--- config.mk ---
export PLATFORM = sky130hd
export DESIGN_NAME = kcbe_fifo
export DESIGN_NICKNAME = d
export VERILOG_FILES = /design/src/keyed_cache_byte_budget_evict_defines.svh /design/src/kcbe_pkg.sv /design/src/kcbe_fifo.sv
export SDC_FILE = /design/constraint.sdc
export NUM_CORES = 1
export LEC_CHECK = 0
export ABC_AREA = 1
export CORE_MARGIN = 4
export CORE_UTILIZATION = 25
export CTS_CLUSTER_DIAMETER = 60
export DETAILED_ROUTE_END_ITERATION = 7
export DONT_BUFFER_PORTS = 1
export PLACE_DENSITY_LB_ADDON = 0.15
export SYNTH_ARGS = -nofsm -noshare
export SYNTH_HDL_FRONTEND = slang
export SYNTH_SLANG_ARGS = --single-unit
export TNS_END_PERCENT = 20
--- constraint.sdc ---
create_clock -name clk -period 8.96 [get_ports clk]
set_clock_uncertainty 0.1 [all_clocks]
set_input_delay 1.344 -clock clk [delete_from_list [all_inputs] [get_ports clk]]
set_output_delay 1.344 -clock clk [all_outputs]
set_load 0.02 [all_outputs]
--- src/keyed_cache_byte_budget_evict_defines.svh ---
// Assertion helpers for the top-level file, which checks itself.
`ifndef KEYED_CACHE_BYTE_BUDGET_EVICT_DEFINES_SVH
`define KEYED_CACHE_BYTE_BUDGET_EVICT_DEFINES_SVH

// Same-cycle implication, sampled on clk, off while in reset.
`define KCBE_ASSERT_IMP(lbl, a, b) \
  lbl: assert property (@(posedge clk) disable iff (!rst_n) (a) |-> (b)) \
    else $error("assertion failed");

// Next-cycle implication, sampled on clk, off while in reset.
`define KCBE_ASSERT_NXT(lbl, a, b) \
  lbl: assert property (@(posedge clk) disable iff (!rst_n) (a) |=> (b)) \
    else $error("assertion failed");

`endif

--- src/kcbe_pkg.sv ---
package kcbe_pkg;

  localparam int MAX_ENTRIES  = 256;
  localparam int LINE_BYTES   = 64;
  localparam int HEADER_BYTES = 64;
  localparam int IDX_W        = $clog2(MAX_ENTRIES);
  localparam int CNT_W        = IDX_W + 1;
  localparam int LINE_SH      = $clog2(LINE_BYTES);
  localparam int LINES_MAX    = 63;
  localparam int EVICT_MAX    = 63;
  localparam int Q_DEPTH      = 2;
  localparam logic [31:0] LFSR_TAPS = 32'h8020_0003;
  // header + payload + rounding never exceeds this width
  localparam int SUM_W        = 13;
  localparam logic [SUM_W-1:0] LINE_MASK = ~SUM_W'(LINE_BYTES - 1);

  typedef enum logic [2:0] {
    ST_MISS   = 3'd0,
    ST_HIT    = 3'd1,
    ST_NEW    = 3'd2,
    ST_REPL   = 3'd3,
    ST_EVICT  = 3'd4,
    ST_REJECT = 3'd5
  } status_t;

  typedef enum logic [1:0] {
    CFG_CAPACITY = 2'd0,
    CFG_MODE     = 2'd1,
    CFG_BUCKETS  = 2'd2
  } cfg_idx_t;

  typedef struct packed {
    logic [20:0] capacity;
    logic        mode;
    logic [15:0] buckets;
  } cfg_t;

  typedef struct packed {
    logic        op;
    logic [63:0] key;
    logic [5:0]  lines;
    logic [11:0] esize;
    logic        reject;
  } cmd_t;

  typedef struct packed {
    status_t     status;
    logic [63:0] key;
    logic [11:0] ebytes;
    logic [20:0] used;
    logic        last;
  } res_t;

  typedef struct packed {
    logic full;
    logic empty;
  } q_stat_t;

  function automatic logic [11:0] line_bytes(input logic [5:0] lines);
    logic [13:0] t;
    t = 14'(lines) << LINE_SH;
    return t[11:0];
  endfunction

endpackage

--- src/kcbe_fifo.sv ---
module kcbe_fifo
  import kcbe_pkg::*;
(
  input  logic    clk,
  input  logic    rst_n,
  input  logic    push,
  input  cmd_t    din,
  input  logic    pop,
  output cmd_t    dout,
  output q_stat_t stat
);

  localparam int PW = $clog2(Q_DEPTH);

  cmd_t          mem_r [Q_DEPTH];
  logic [PW-1:0] wp_r;
  logic [PW-1:0] rp_r;
  logic [PW:0]   cnt_r;

  // hold queued commands between the classifier and the sequencer
  always_ff @(posedge clk) begin
    if (!rst_n) begin
      wp_r  <= '0;
      rp_r  <= '0;
      cnt_r <= '0;
    end else begin
      if (push) begin
        mem_r[wp_r] <= din;
        wp_r <= (wp_r == PW'(Q_DEPTH - 1)) ? '0 : wp_r + 1'b1;
      end
      if (pop) begin
        rp_r <= (rp_r == PW'(Q_DEPTH - 1)) ? '0 : rp_r + 1'b1;
      end
      cnt_r <= cnt_r + (PW+1)'(push) - (PW+1)'(pop);
    end
  end

  assign dout       = mem_r[rp_r];
  assign stat.full  = (cnt_r == (PW+1)'(Q_DEPTH));
  assign stat.empty = (cnt_r == '0);

endmodule

==> metrics.csv <==
metric,value,unit
end_kind,output port,
dp_cells,620,
tightest_slew,858,ps
grt_pass1_vias,2894,
worstSetupPathType,flip-flop to output port,
reg2reg_setup_slack,6710,ps
cts.clk_slew.worst_paths,70,ps
drtAntennaViolNets,0,
finalWirelength,12.3,mm
r2r_end,mem_r[0][75],
die_h,170,um
cap_violations,0,
p_per_area,240,mW/mm2
first_pass_iters,4,
drc,0,
post-route-min-period,3940,ps
syn_to_final_growth,14.5,%
crit_arrival,2500,ps
final_layout_size_suffix_gt1_share,37.6,%
hp-start,wp_r,
die_x,170,um
post-route-period-util,44.0,%
htree_levels,4,
numCtsBuffers,17,
syn_area,0.00654,mm2
whs,374,ps
final_nets,399,
outcome,"complete, no violations",
timing.rr.start,wp_r,
hold_depth,2,
clock_latency,410,ps
dieArea,0.0288,mm2
place.port_buffers,0,
dpl-instance-area,0.00692,mm2
start_util,25.7,%
syn_nets,384,
synthesis.instances,294,
routed_via_density,4.01,
tritoncts,built,
dpl_worst_slack,5370,ps
cts-root-buf,clkbuf_16,
fin_setup_tns,0,ps
rsz0062_at_grt,false,
startpoint_type,flip-flop,
final_cell_area,0.00749,mm2
slew_headroom,42.8,%
synthDistinctLibCells,14,
hpwl,7.87,mm
vias,2617,
io_pins,174,
critPathMaxFanout,47,
hold_class,flip-flop to flip-flop,
ctsResizeCount,0,
synth_top_area_share,77.2,%
yosys_warnings,0,
yosysTopAreaCell,edfxtp_1,
grt_max_degree,49,
maxSlewViolCount,0,
grt_use_met3,5.15,%
cts_hold_buf,0,
fmax,254,MHz
hold_viol_final,0,
required,7520,ps
avgRoutedWirePerCell,18.8,um
drt_iter0_markers,168,
syn_avg_cell_area,22.2,um2
gp_congestion,0.651,
layout_setup_ws,5020,ps
grt_pass1_wl,18.0,mm
final-instance-count-excl-fill,652,
ys_ff_latch,173,
antenna_found_initial,0,
cts_sinks,173,
synth.area.top_cells,"edfxtp_1, mux2_4, mux2_2, dfxtp_1, buf_6",
fp.coreArea,0.0255,mm2
yosysSeqAreaShare,78.7,%
grt-ovfl-total,0,
ff2ff_path_depth,5,
global_route.usage.total,8.46,%
num_rows,58,
use_met1,9.26,%
p_leak,2.51,nW
max-vdd-ir-drop,108,uV
diodes,0,
finalSetupViolations,0,
busiest_layer,met2,
clk_path_buf_depth,2,
grt_use_met2,13.6,%
hold_end,wp_r,
postCtsSetupRepairBufs,0,
==> worst max-delay path, cell delays in order (launching register included) <==
cell	delay (ps)
dfxtp_4	780
buf_4	800
mux2_2	480
==> cell usage after synthesis, drive strengths merged <==
cell / count
nor2: 6
dfxtp: 5
nor3: 1
inv: 9
edfxtp: 168
nand3: 1
nand2: 6
buf: 9
ha: 2
a21oi: 2
mux2: 84
xnor2: 1
==> final cells by class <==
| type | instances | area [um2] |
|---|---|---|
| clock inverter | 12 | 135 |
| sequential | 173 | 5150 |
| clock buffer | 20 | 437 |
| inverter | 9 | 33.8 |
| multi-input combinational | 103 | 1280 |
| tap | 330 | 413 |
| timing repair buffer | 5 | 37.5 |
| fill | 2515 | 18000 |
==> cell families after synthesis <==
family | Yosys count | share of synthesized area (%)
flip-flops | 173 | 78.7
AO/OA/AOI/OAI | 2 | 0.153
AND/OR/NAND/NOR | 14 | 0.842
buffers and inverters | 18 | 1.88
adder cells (fa/ha/maj) | 2 | 0.383
XOR/XNOR | 1 | 0.134
multiplexers | 84 | 17.9
==> layer usage <==
| metal | wire length [um] | vias up | part of all wire [%] |
|---|---|---|---|
| met2 | 6050 | 113 | 49 |
| li1 | - | 1170 | - |
| met1 | 4620 | 1328 | 38 |
| met4 | 125 | 0 | 1.0 |
| met5 | 0 | - | 0 |
| met3 | 1480 | 6 | 12 |
==> cells in the final DEF (no fill, tap or decap), types with 2 or more instances in the layout <==
cell	n
inv_1	9
a21oi_1	2
edfxtp_1	168
clkbuf_1	3
dfxtp_1	4
buf_4	5
ha_1	2
bufinv_16	2
clkinv_2	2
mux2_2	24
clkbuf_16	17
mux2_4	60
nand2_1	6
clkinvlp_4	4
inv_6	3
nor2_1	5
==> through the flow <==
| step | utilization, % | power [W] |
|---|---|---|
| 2_1_floorplan | - | 0.00109 |
| 3_3_place_gp | 27.1 | 0.00110 |
| 3_5_place_dp | 27.1 | 0.00111 |
| 4_1_cts | 29.4 | 0.00184 |
| 5_1_grt | 29.4 | 0.00189 |
| 6_report | 29.4 | 0.00180 |
==> how the worst max path moves through the flow <==
stage / startpoint / endpoint / slack (ps) / cells after the start
floorplan: rst_n / mem_r[1][0] / 1130 / 2
global placement: flip-flop / dout[6] / 5400 / 2
detailed placement: flip-flop / dout[7] / 5370 / 2
CTS: flip-flop / dout[7] / 4900 / 2
global route: flip-flop / dout[7] / 4840 / 2
finish: flip-flop / dout[7] / 5020 / 2
==> power by group <==
part	internal (W)	switching [W]	leakage [nW]	total (W)
Combinational	0.0000576	0.0000918	0.654	0.000149
Sequential	0.000920	0.0000148	1.59	0.000934
Clock	0.000413	0.000303	0.267	0.000716
==> sequential cells by signal, summed over array words and instances, names as in the netlist, named ones only <==
signal	cells
rp_r	1
mem_r	168
cnt_r	2
wp_r	1
Note: power is estimated with default switching activity, not from simulation.
