==> config.mk <==
export PLATFORM = sky130hd
export DESIGN_NAME = kcbe_front
export DESIGN_NICKNAME = d
export VERILOG_FILES = /design/src/keyed_cache_byte_budget_evict_defines.svh /design/src/kcbe_pkg.sv /design/src/kcbe_front.sv
export SDC_FILE = /design/constraint.sdc
export NUM_CORES = 1
export LEC_CHECK = 0
export BUFFER_PORTS_ARGS = -buffer_cell sky130_fd_sc_hd__clkbuf_2
export CAP_MARGIN = 5
export CORE_AREA = 2 2 70 72
export DETAILED_ROUTE_END_ITERATION = 16
export DIE_AREA = 0 0 72 74
export GPL_ROUTABILITY_DRIVEN = 0
export GPL_TIMING_DRIVEN = 0
export PLACE_DENSITY = 0.66
export REMOVE_ABC_BUFFERS = 1
export SYNTH_ARGS = -nofsm -noshare
export SYNTH_HDL_FRONTEND = slang
export SYNTH_SLANG_ARGS = --single-unit
==> constraint.sdc <==
create_clock -name vclk -period 3
set_input_delay 0.3 -clock vclk [all_inputs]
set_output_delay 0.3 -clock vclk [all_outputs]
set_load 0.05 [all_outputs]
==> src/keyed_cache_byte_budget_evict_defines.svh <==
// Assertion helpers for the top-level file, which checks itself.
`ifndef KEYED_CACHE_BYTE_BUDGET_EVICT_DEFINES_SVH
`define KEYED_CACHE_BYTE_BUDGET_EVICT_DEFINES_SVH

// Same-cycle implication, sampled on clk, off while in reset.
`define KCBE_ASSERT_IMP(lbl, a, b) \
  lbl: assert property (@(posedge clk) disable iff (!rst_n) (a) |-> (b)) \
    else $error("assertion failed");

// Next-cycle implication, sampled on clk, off while in reset.
`define KCBE_ASSERT_NXT(lbl, a, b) \
  lbl: assert property (@(posedge clk) disable iff (!rst_n) (a) |=> (b)) \
    else $error("assertion failed");

`endif

==> src/kcbe_pkg.sv <==
package kcbe_pkg;

  localparam int MAX_ENTRIES  = 256;
  localparam int LINE_BYTES   = 64;
  localparam int HEADER_BYTES = 64;
  localparam int IDX_W        = $clog2(MAX_ENTRIES);
  localparam int CNT_W        = IDX_W + 1;
  localparam int LINE_SH      = $clog2(LINE_BYTES);
  localparam int LINES_MAX    = 63;
  localparam int EVICT_MAX    = 63;
  localparam int Q_DEPTH      = 2;
  localparam logic [31:0] LFSR_TAPS = 32'h8020_0003;
  // header + payload + rounding never exceeds this width
  localparam int SUM_W        = 13;
  localparam logic [SUM_W-1:0] LINE_MASK = ~SUM_W'(LINE_BYTES - 1);

  typedef enum logic [2:0] {
    ST_MISS   = 3'd0,
    ST_HIT    = 3'd1,
    ST_NEW    = 3'd2,
    ST_REPL   = 3'd3,
    ST_EVICT  = 3'd4,
    ST_REJECT = 3'd5
  } status_t;

  typedef enum logic [1:0] {
    CFG_CAPACITY = 2'd0,
    CFG_MODE     = 2'd1,
    CFG_BUCKETS  = 2'd2
  } cfg_idx_t;

  typedef struct packed {
    logic [20:0] capacity;
    logic        mode;
    logic [15:0] buckets;
  } cfg_t;

  typedef struct packed {
    logic        op;
    logic [63:0] key;
    logic [5:0]  lines;
    logic [11:0] esize;
    logic        reject;
  } cmd_t;

  typedef struct packed {
    status_t     status;
    logic [63:0] key;
    logic [11:0] ebytes;
    logic [20:0] used;
    logic        last;
  } res_t;

  typedef struct packed {
    logic full;
    logic empty;
  } q_stat_t;

  function automatic logic [11:0] line_bytes(input logic [5:0] lines);
    logic [13:0] t;
    t = 14'(lines) << LINE_SH;
    return t[11:0];
  endfunction

endpackage

==> src/kcbe_front.sv <==
module kcbe_front
  import kcbe_pkg::*;
(
  input  logic        in_op,
  input  logic [63:0] in_key,
  input  logic [11:0] in_value_size,
  input  logic [20:0] capacity,
  output cmd_t        cmd
);

  logic [SUM_W-1:0] sum;
  logic [SUM_W-1:0] esize;
  logic [SUM_W-1:0] lines;

  // round header plus payload up to whole lines and classify the insert
  always_comb begin
    sum   = SUM_W'(HEADER_BYTES) + SUM_W'(in_value_size) + SUM_W'(LINE_BYTES - 1);
    esize = sum & LINE_MASK;
    lines = sum >> LINE_SH;
    cmd.op     = in_op;
    cmd.key    = in_key;
    cmd.lines  = lines[5:0];
    cmd.esize  = esize[SUM_W-1] ? 12'hFFF : esize[11:0];
    cmd.reject = in_op && ((lines > SUM_W'(LINES_MAX)) || esize[SUM_W-1] ||
                           (21'(esize) > capacity));
  end

endmodule

==> metrics.cfg, run 1 <==
[yosys]
syn_inst=127
yosysWarnings=0
syn_area_um2=942
ys_types=29
yosysSeqAreaShare=0
synth.avg_cell_area_um2=7.42

[sta]
fin_setup_tns_ns=-0.00245
rsz0062_at_grt=true
finalMaxSlewViolations=0
fin_ws_ns=-0.00245
post-route-min-period_ns=3.00
slew_headroom=0.567
holdWs_ns=0.601
setup_viol=1
hold_viol=0
fin_crit_sh=1.00
fmax_mhz=333
worst_slew_pin_slew_ns=0.646

[floorplanning]
die_h_um=74
initial_core_util=0.205
fp-row-count=25
ios=182
die_area_um2=5330
die_w_um=72
core_um2=4600

[worst_setup_path]
crit_buf_inv=2
cp.required_ns=2.70
start_kind=input pin
crit_type=input pin to primary output
crit_chain=clkbuf_2 -> or4_4 -> o31a_4 -> nand4_4 -> xnor2_2 -> ha_1 -> nand4_1 -> nor3_2 -> nand4b_1 -> a32o_1 -> buf_8
path_delay_family=simple AND/OR/NAND/NOR gates
cp_max_fo=7
end_kind=primary output
worstPathArrival_ns=2.70
cpMaxStageDelayCell=or4_4
critPathMaxStageDelay_ns=0.56

[power]
irDropWorstVdd_mv=0.0780
cellPowerDensity_nw_per_um2=185
leakage_nw=0.432

[layout]
nClkBuffers=0
fin_cells=163
postLayoutCoreUtil=0.172
diodes=0
seq_cells=0
drive_gt1_frac=0.578
ff_latch_area_um2=0
fillers=526
nNetsFinal=216
area_delta_synth_final_pct=-16.2

[drt]
drtPass1Iterations=4
wl_met1_um=934
drc=0
antenna_left=0
vias=762
wl_per_cell_um=44.4
wl_met2_um=3990
highest_layer=met5
viasPerCell=4.67
wirelength_um=7230
wl_met3_um=2140
drt_iter0_markers=23

[global_routing]
first_global_vias=616
grtUsageTotal=0.257
grt_antenna_before_repair=0
grt_pass1_wl_um=8330
grt_overflow_total=0
grt_max_degree=11

[run]
drv_cap=0

[placement]
dp_cells=163
place_hpwl_um=7000
port_buffers=54

[worst_hold_path]
hold_class=input pin to primary output

[run_status]
status=finished, violations left
violations=setup timing

[clocking]
cts_setup_buffers=0
hold_buffers=0

[power breakdown]
| group | total [mW] | internal [mW] | switching, mW |
|---|---|---|---|
| clock | 0 | 0 | 0 |
| sequential | 0 | 0 | 0 |
| combinational | 0.146 | 0.0483 | 0.0979 |
| total | 0.146 | 0.0483 | 0.0979 |
[logic make-up after synthesis]
family,after synthesis,share of synthesized area
and+or+nand+nor,24,0.162
xor gates and xnor gates,5,0.0465
buffers and inverters,79,0.594
adders and majority gates,7,0.0930
AOI/OAI and AO/OA,11,0.0930
muxes,1,0.0120
[stage by stage]
step,setup slack (ns),power [mW],instance area [um^2]
final,-0.00245,0.146,790
after global routing,-0.118,0.157,790
after CTS,-0.0214,0.145,777
after detailed placement,-0.0955,0.142,747
after global placement,-0.0788,0.141,747
after floorplan,-5.66,0.0899,409
[cell type report]
type,count,area [um^2],area share
multi-input combinational,48,415,0.526
timing repair buffer,54,280,0.355
inverter,7,26.3,0.0333
tap,54,67.6,0.0856
[final timing paths]
kind	from	endpoint	slack, ns	depth (start not counted)
worst min-delay path	in_key[20]	cmd[39]	0.60	0
worst max-delay path	in_value_size[4]	cmd[0]	-0.002	11
[cells in the final DEF (no fill, tap or decap)]
cell      Yosys  layout
inv_1         7       7
nand2_2       1       1
nor3_2        1       2
clkbuf_2      0      53
or2_2         1       1
o31a_4        1       1
a31o_1        1       1
nand2_1       4       4
nand3b_1      1       1
or4_4         1       1
mux2_1        1       1
xor2_1        1       1
nor3_4        0       1
nand4b_1      1       1
o21a_1        2       2
nand3_1       3       3
o21ai_0       1       1
or2_1         2       2
xnor2_2       0       1
nand4_1       1       1
a21oi_1       3       3
nand4_4       0       1
xnor2_1       4       3
buf_8         0       1
ha_1          7       7
o221ai_1      1       1
nand2b_1      2       2
nor4_1        3       3
a21o_1        1       1
a32o_1        1       1
[per-layer routing]
layer  global-route usage  up-vias
met5               0.0833        -
met4               0.0335        2
met3                0.363        6
met2                0.515      165
met1               0.0902      276
li1                     -      313
[what timing repair did]
action | in CTS | in global routing
endpoints found under the setup margin | 1 | 1
gates resized for setup | 5 | 3
pin swaps | 0 | 1
[cells in the mapped netlist, drive strengths merged]
cell | instances | area share
xnor2 | 4 | 0.037
o21ai | 1 | 0.0053
nor3 | 3 | 0.021
mux2 | 1 | 0.012
nand2b | 2 | 0.013
a31o | 1 | 0.0093
nand4b | 1 | 0.0093
o221ai | 1 | 0.0093
or2 | 3 | 0.020
ha | 7 | 0.093
clkbuf | 2 | 0.0080
a32o | 1 | 0.011
a21o | 1 | 0.0080
nand3 | 3 | 0.016
o31a | 1 | 0.019
inv | 7 | 0.028
a21oi | 3 | 0.016
o21a | 2 | 0.016
nor4 | 3 | 0.020
nand4 | 2 | 0.020
nand2 | 5 | 0.023
xor2 | 1 | 0.0093
or4 | 1 | 0.012
buf | 70 | 0.56
nand3b | 1 | 0.0080
Note: power is estimated with default switching activity, not from simulation.
==> run 2: changes to the inputs <==
--- a/config.mk
+++ b/config.mk
@@ -7,12 +7,14 @@
 export LEC_CHECK = 0
 export BUFFER_PORTS_ARGS = -buffer_cell sky130_fd_sc_hd__clkbuf_2
 export CAP_MARGIN = 5
-export CORE_AREA = 2 2 70 72
+export CELL_PAD_IN_SITES_DETAIL_PLACEMENT = 1
+export CELL_PAD_IN_SITES_GLOBAL_PLACEMENT = 2
+export CORE_AREA = 2 2 72 143
 export DETAILED_ROUTE_END_ITERATION = 16
-export DIE_AREA = 0 0 72 74
+export DIE_AREA = 0 0 74 145
 export GPL_ROUTABILITY_DRIVEN = 0
 export GPL_TIMING_DRIVEN = 0
-export PLACE_DENSITY = 0.66
+export PLACE_DENSITY = 0.79
 export REMOVE_ABC_BUFFERS = 1
 export SYNTH_ARGS = -nofsm -noshare
 export SYNTH_HDL_FRONTEND = slang
==> run 2 against run 1 <==
  * The run now ends clean
  * Worst setup slack improved by 0.0065 ns
  * Cell area is 26% higher
  * Worst hold slack hardly changed
  * Critical path depth unchanged
  * Flip-flop and latch count unchanged
  * Utilization fell by 6.8 points
  * Total power is 16% higher
  * Die area rose by 100%
  * Final cell count up 51%
  * Sequential share of layout area unchanged
  * Critical path type unchanged
  * Critical endpoint unchanged
  * Largest cell class unchanged
==> metrics.cfg, run 2 (same netlist as run 1, synthesis figures left out) <==
[run_status]
status=complete, no violations  ; was finished, violations left

[floorplanning]
core_um2=9640  ; was 4600 um^2
initial_core_util=0.0978  ; was 0.205
fp-row-count=51  ; was 25
die_area_um2=10700  ; was 5330 um^2
die_w_um=74  ; was 72 um
die_h_um=145  ; was 74 um
ios=182  ; unchanged

[sta]
finalMaxSlewViolations=0  ; unchanged
worst_slew_pin_slew_ns=0.411  ; was 0.646 ns
hold_viol=0  ; unchanged
fin_crit_sh=0.999  ; was 1.00
fmax_mhz=334  ; was 333 MHz
setup_viol=0  ; was 1
rsz0062_at_grt=true  ; unchanged
post-route-min-period_ns=3.00  ; about the same
slew_headroom=0.725  ; was 0.567

[power]
power_frac_comb=1.000  ; about the same
clkPwrFrac=0  ; about the same
irDropWorstVdd_mv=0.0731  ; was 0.0780 mV
p_sw_frac=0.643  ; was 0.670
p_switching_mw=0.109  ; was 0.0979 mW
p_total_mw=0.169  ; was 0.146 mW
p_seq_frac=0  ; about the same
internal_power_mw=0.0602  ; was 0.0483 mW
leakage_nw=0.483  ; was 0.432 nW
cellPowerDensity_nw_per_um2=169  ; was 185 nW/um^2

[layout]
postLayoutCoreUtil=0.103  ; was 0.172
nClkBuffers=0  ; unchanged
drive_gt1_frac=0.675  ; was 0.578
stdcell_area_um2=997  ; was 790 um^2
mostFrequentLayoutCells=53 x clkbuf_2, 7 x inv_1, 5 x ha_1, 5 x buf_4  ; was 53 x clkbuf_2, 7 x inv_1, 7 x ha_1, 4 x nand2_1
seq_cells=0  ; unchanged
final_common_cell=clkbuf_2  ; unchanged
ff_latch_area_um2=0  ; unchanged
fillers=1170  ; was 526
area_delta_synth_final_pct=5.84  ; was -16.2%
multi_input_area_um2=488  ; was 415 um^2
nNetsFinal=221  ; was 216
diodes=0  ; unchanged

[worst_setup_path]
worstPathArrival_ns=2.70  ; about the same
path_delay_family=simple AND/OR/NAND/NOR gates  ; unchanged
critPathMaxStageDelay_ns=0.55  ; was 0.56 ns
crit_buf_inv=3  ; was 2
cpMaxStageDelayCell=or4_4  ; unchanged
cp.required_ns=2.70  ; about the same
start_kind=input pin  ; unchanged
crit_chain=clkbuf_2 -> or4_4 -> buf_4 -> nor3_4 -> xnor2_2 -> ha_1 -> a21o_1 -> a21oi_2 -> o221ai_1 -> a32o_2 -> buf_8  ; was clkbuf_2 -> or4_4 -> o31a_4 -> nand4_4 -> xnor2_2 -> ha_1 -> nand4_1 -> nor3_2 -> nand4b_1 -> a32o_1 -> buf_8
cp_max_fo=3  ; was 7
end_kind=primary output  ; unchanged
crit_type=input pin to primary output  ; unchanged

[placement]
postPlaceCellArea_um2=845  ; was 747 um^2
port_buffers=54  ; unchanged
place_hpwl_um=7300  ; was 7000 um

[worst_hold_path]
hold_class=input pin to primary output  ; unchanged
holdPathEnd=cmd[59]  ; was cmd[39]
holdPathStages=0  ; unchanged
min-delay-start=in_key[40]  ; was in_key[20]

[drt]
antenna_left=0  ; unchanged
drtPass1Iterations=4  ; unchanged
vias=830  ; was 762
drt_iter0_markers=20  ; was 23
wirelength_um=7850  ; was 7230 um
viasPerCell=3.37  ; was 4.67
wl_per_cell_um=31.9  ; was 44.4 um
drc=0  ; unchanged

[global_routing]
grtUsageTotal=0.129  ; was 0.257
grt_antenna_before_repair=0  ; unchanged
grt_overflow_total=0  ; unchanged
first_global_vias=691  ; was 616
grt_pass1_wl_um=8540  ; was 8330 um
grt_max_degree=11  ; unchanged

[run]
drv_cap=0  ; unchanged

[clocking]
hold_buffers=0  ; unchanged

run 2: area by class of cell:
cell class,count,area share
multi-input combinational,48,0.489
tap,132,0.166
inverter,7,0.0263
timing repair buffer,59,0.319
run 2: worst max path at each step:
stage                                start      to  slack (ns)  depth (start not counted)
after floorplan           in_value_size[1]  cmd[0]       -5.66                          8
after global placement    in_value_size[4]  cmd[0]       -0.11                         10
after detailed placement  in_value_size[4]  cmd[0]       -0.14                         10
after CTS                 in_value_size[2]  cmd[0]       -0.06                         11
after global routing      in_value_size[4]  cmd[0]        -0.1                         11
final                     in_value_size[4]  cmd[0]       0.004                         11
run 2: metrics by stage:
step / hold WS, ns / setup WS, ns / instances / TNS (ns)
2_1_floorplan: 0.600 / -5.66 / 55 / -38.56
3_3_place_gp: 0.601 / -0.111 / 241 / -0.111
3_5_place_dp: 0.601 / -0.138 / 241 / -0.138
4_1_cts: 0.601 / -0.0565 / 243 / -0.0565
5_1_grt: 0.600 / -0.0993 / 246 / -0.0993
6_report: 0.600 / 0.00401 / 246 / 0
run 2: power by group through the flow:
| stage | sequential, mW | clock (mW) | combinational [mW] |
|---|---|---|---|
| after global placement | 0 | 0 | 0.144 |
| after detailed placement | 0 | 0 | 0.148 |
| after floorplan | 0 | 0 | 0.0899 |
| final | 0 | 0 | 0.169 |
| after CTS | 0 | 0 | 0.157 |
| after global routing | 0 | 0 | 0.181 |
run 2: what timing repair did:
| item | CTS | global route |
|---|---|---|
| pin swaps | 6 | 12 |
| setup endpoints to repair | 1 | 1 |
| resized for setup | 8 | 11 |
| buffers inserted | 2 | 3 |
run 2: metal layers:
metal  vias to the layer above  global-route usage  wire length (um)
li1                        324                   -                 -
met1                       340              0.0562              1210
met2                       164               0.235              3980
met3                         2               0.197              2620
met4                         0             0.00545                39
met5                         -                   0                 0
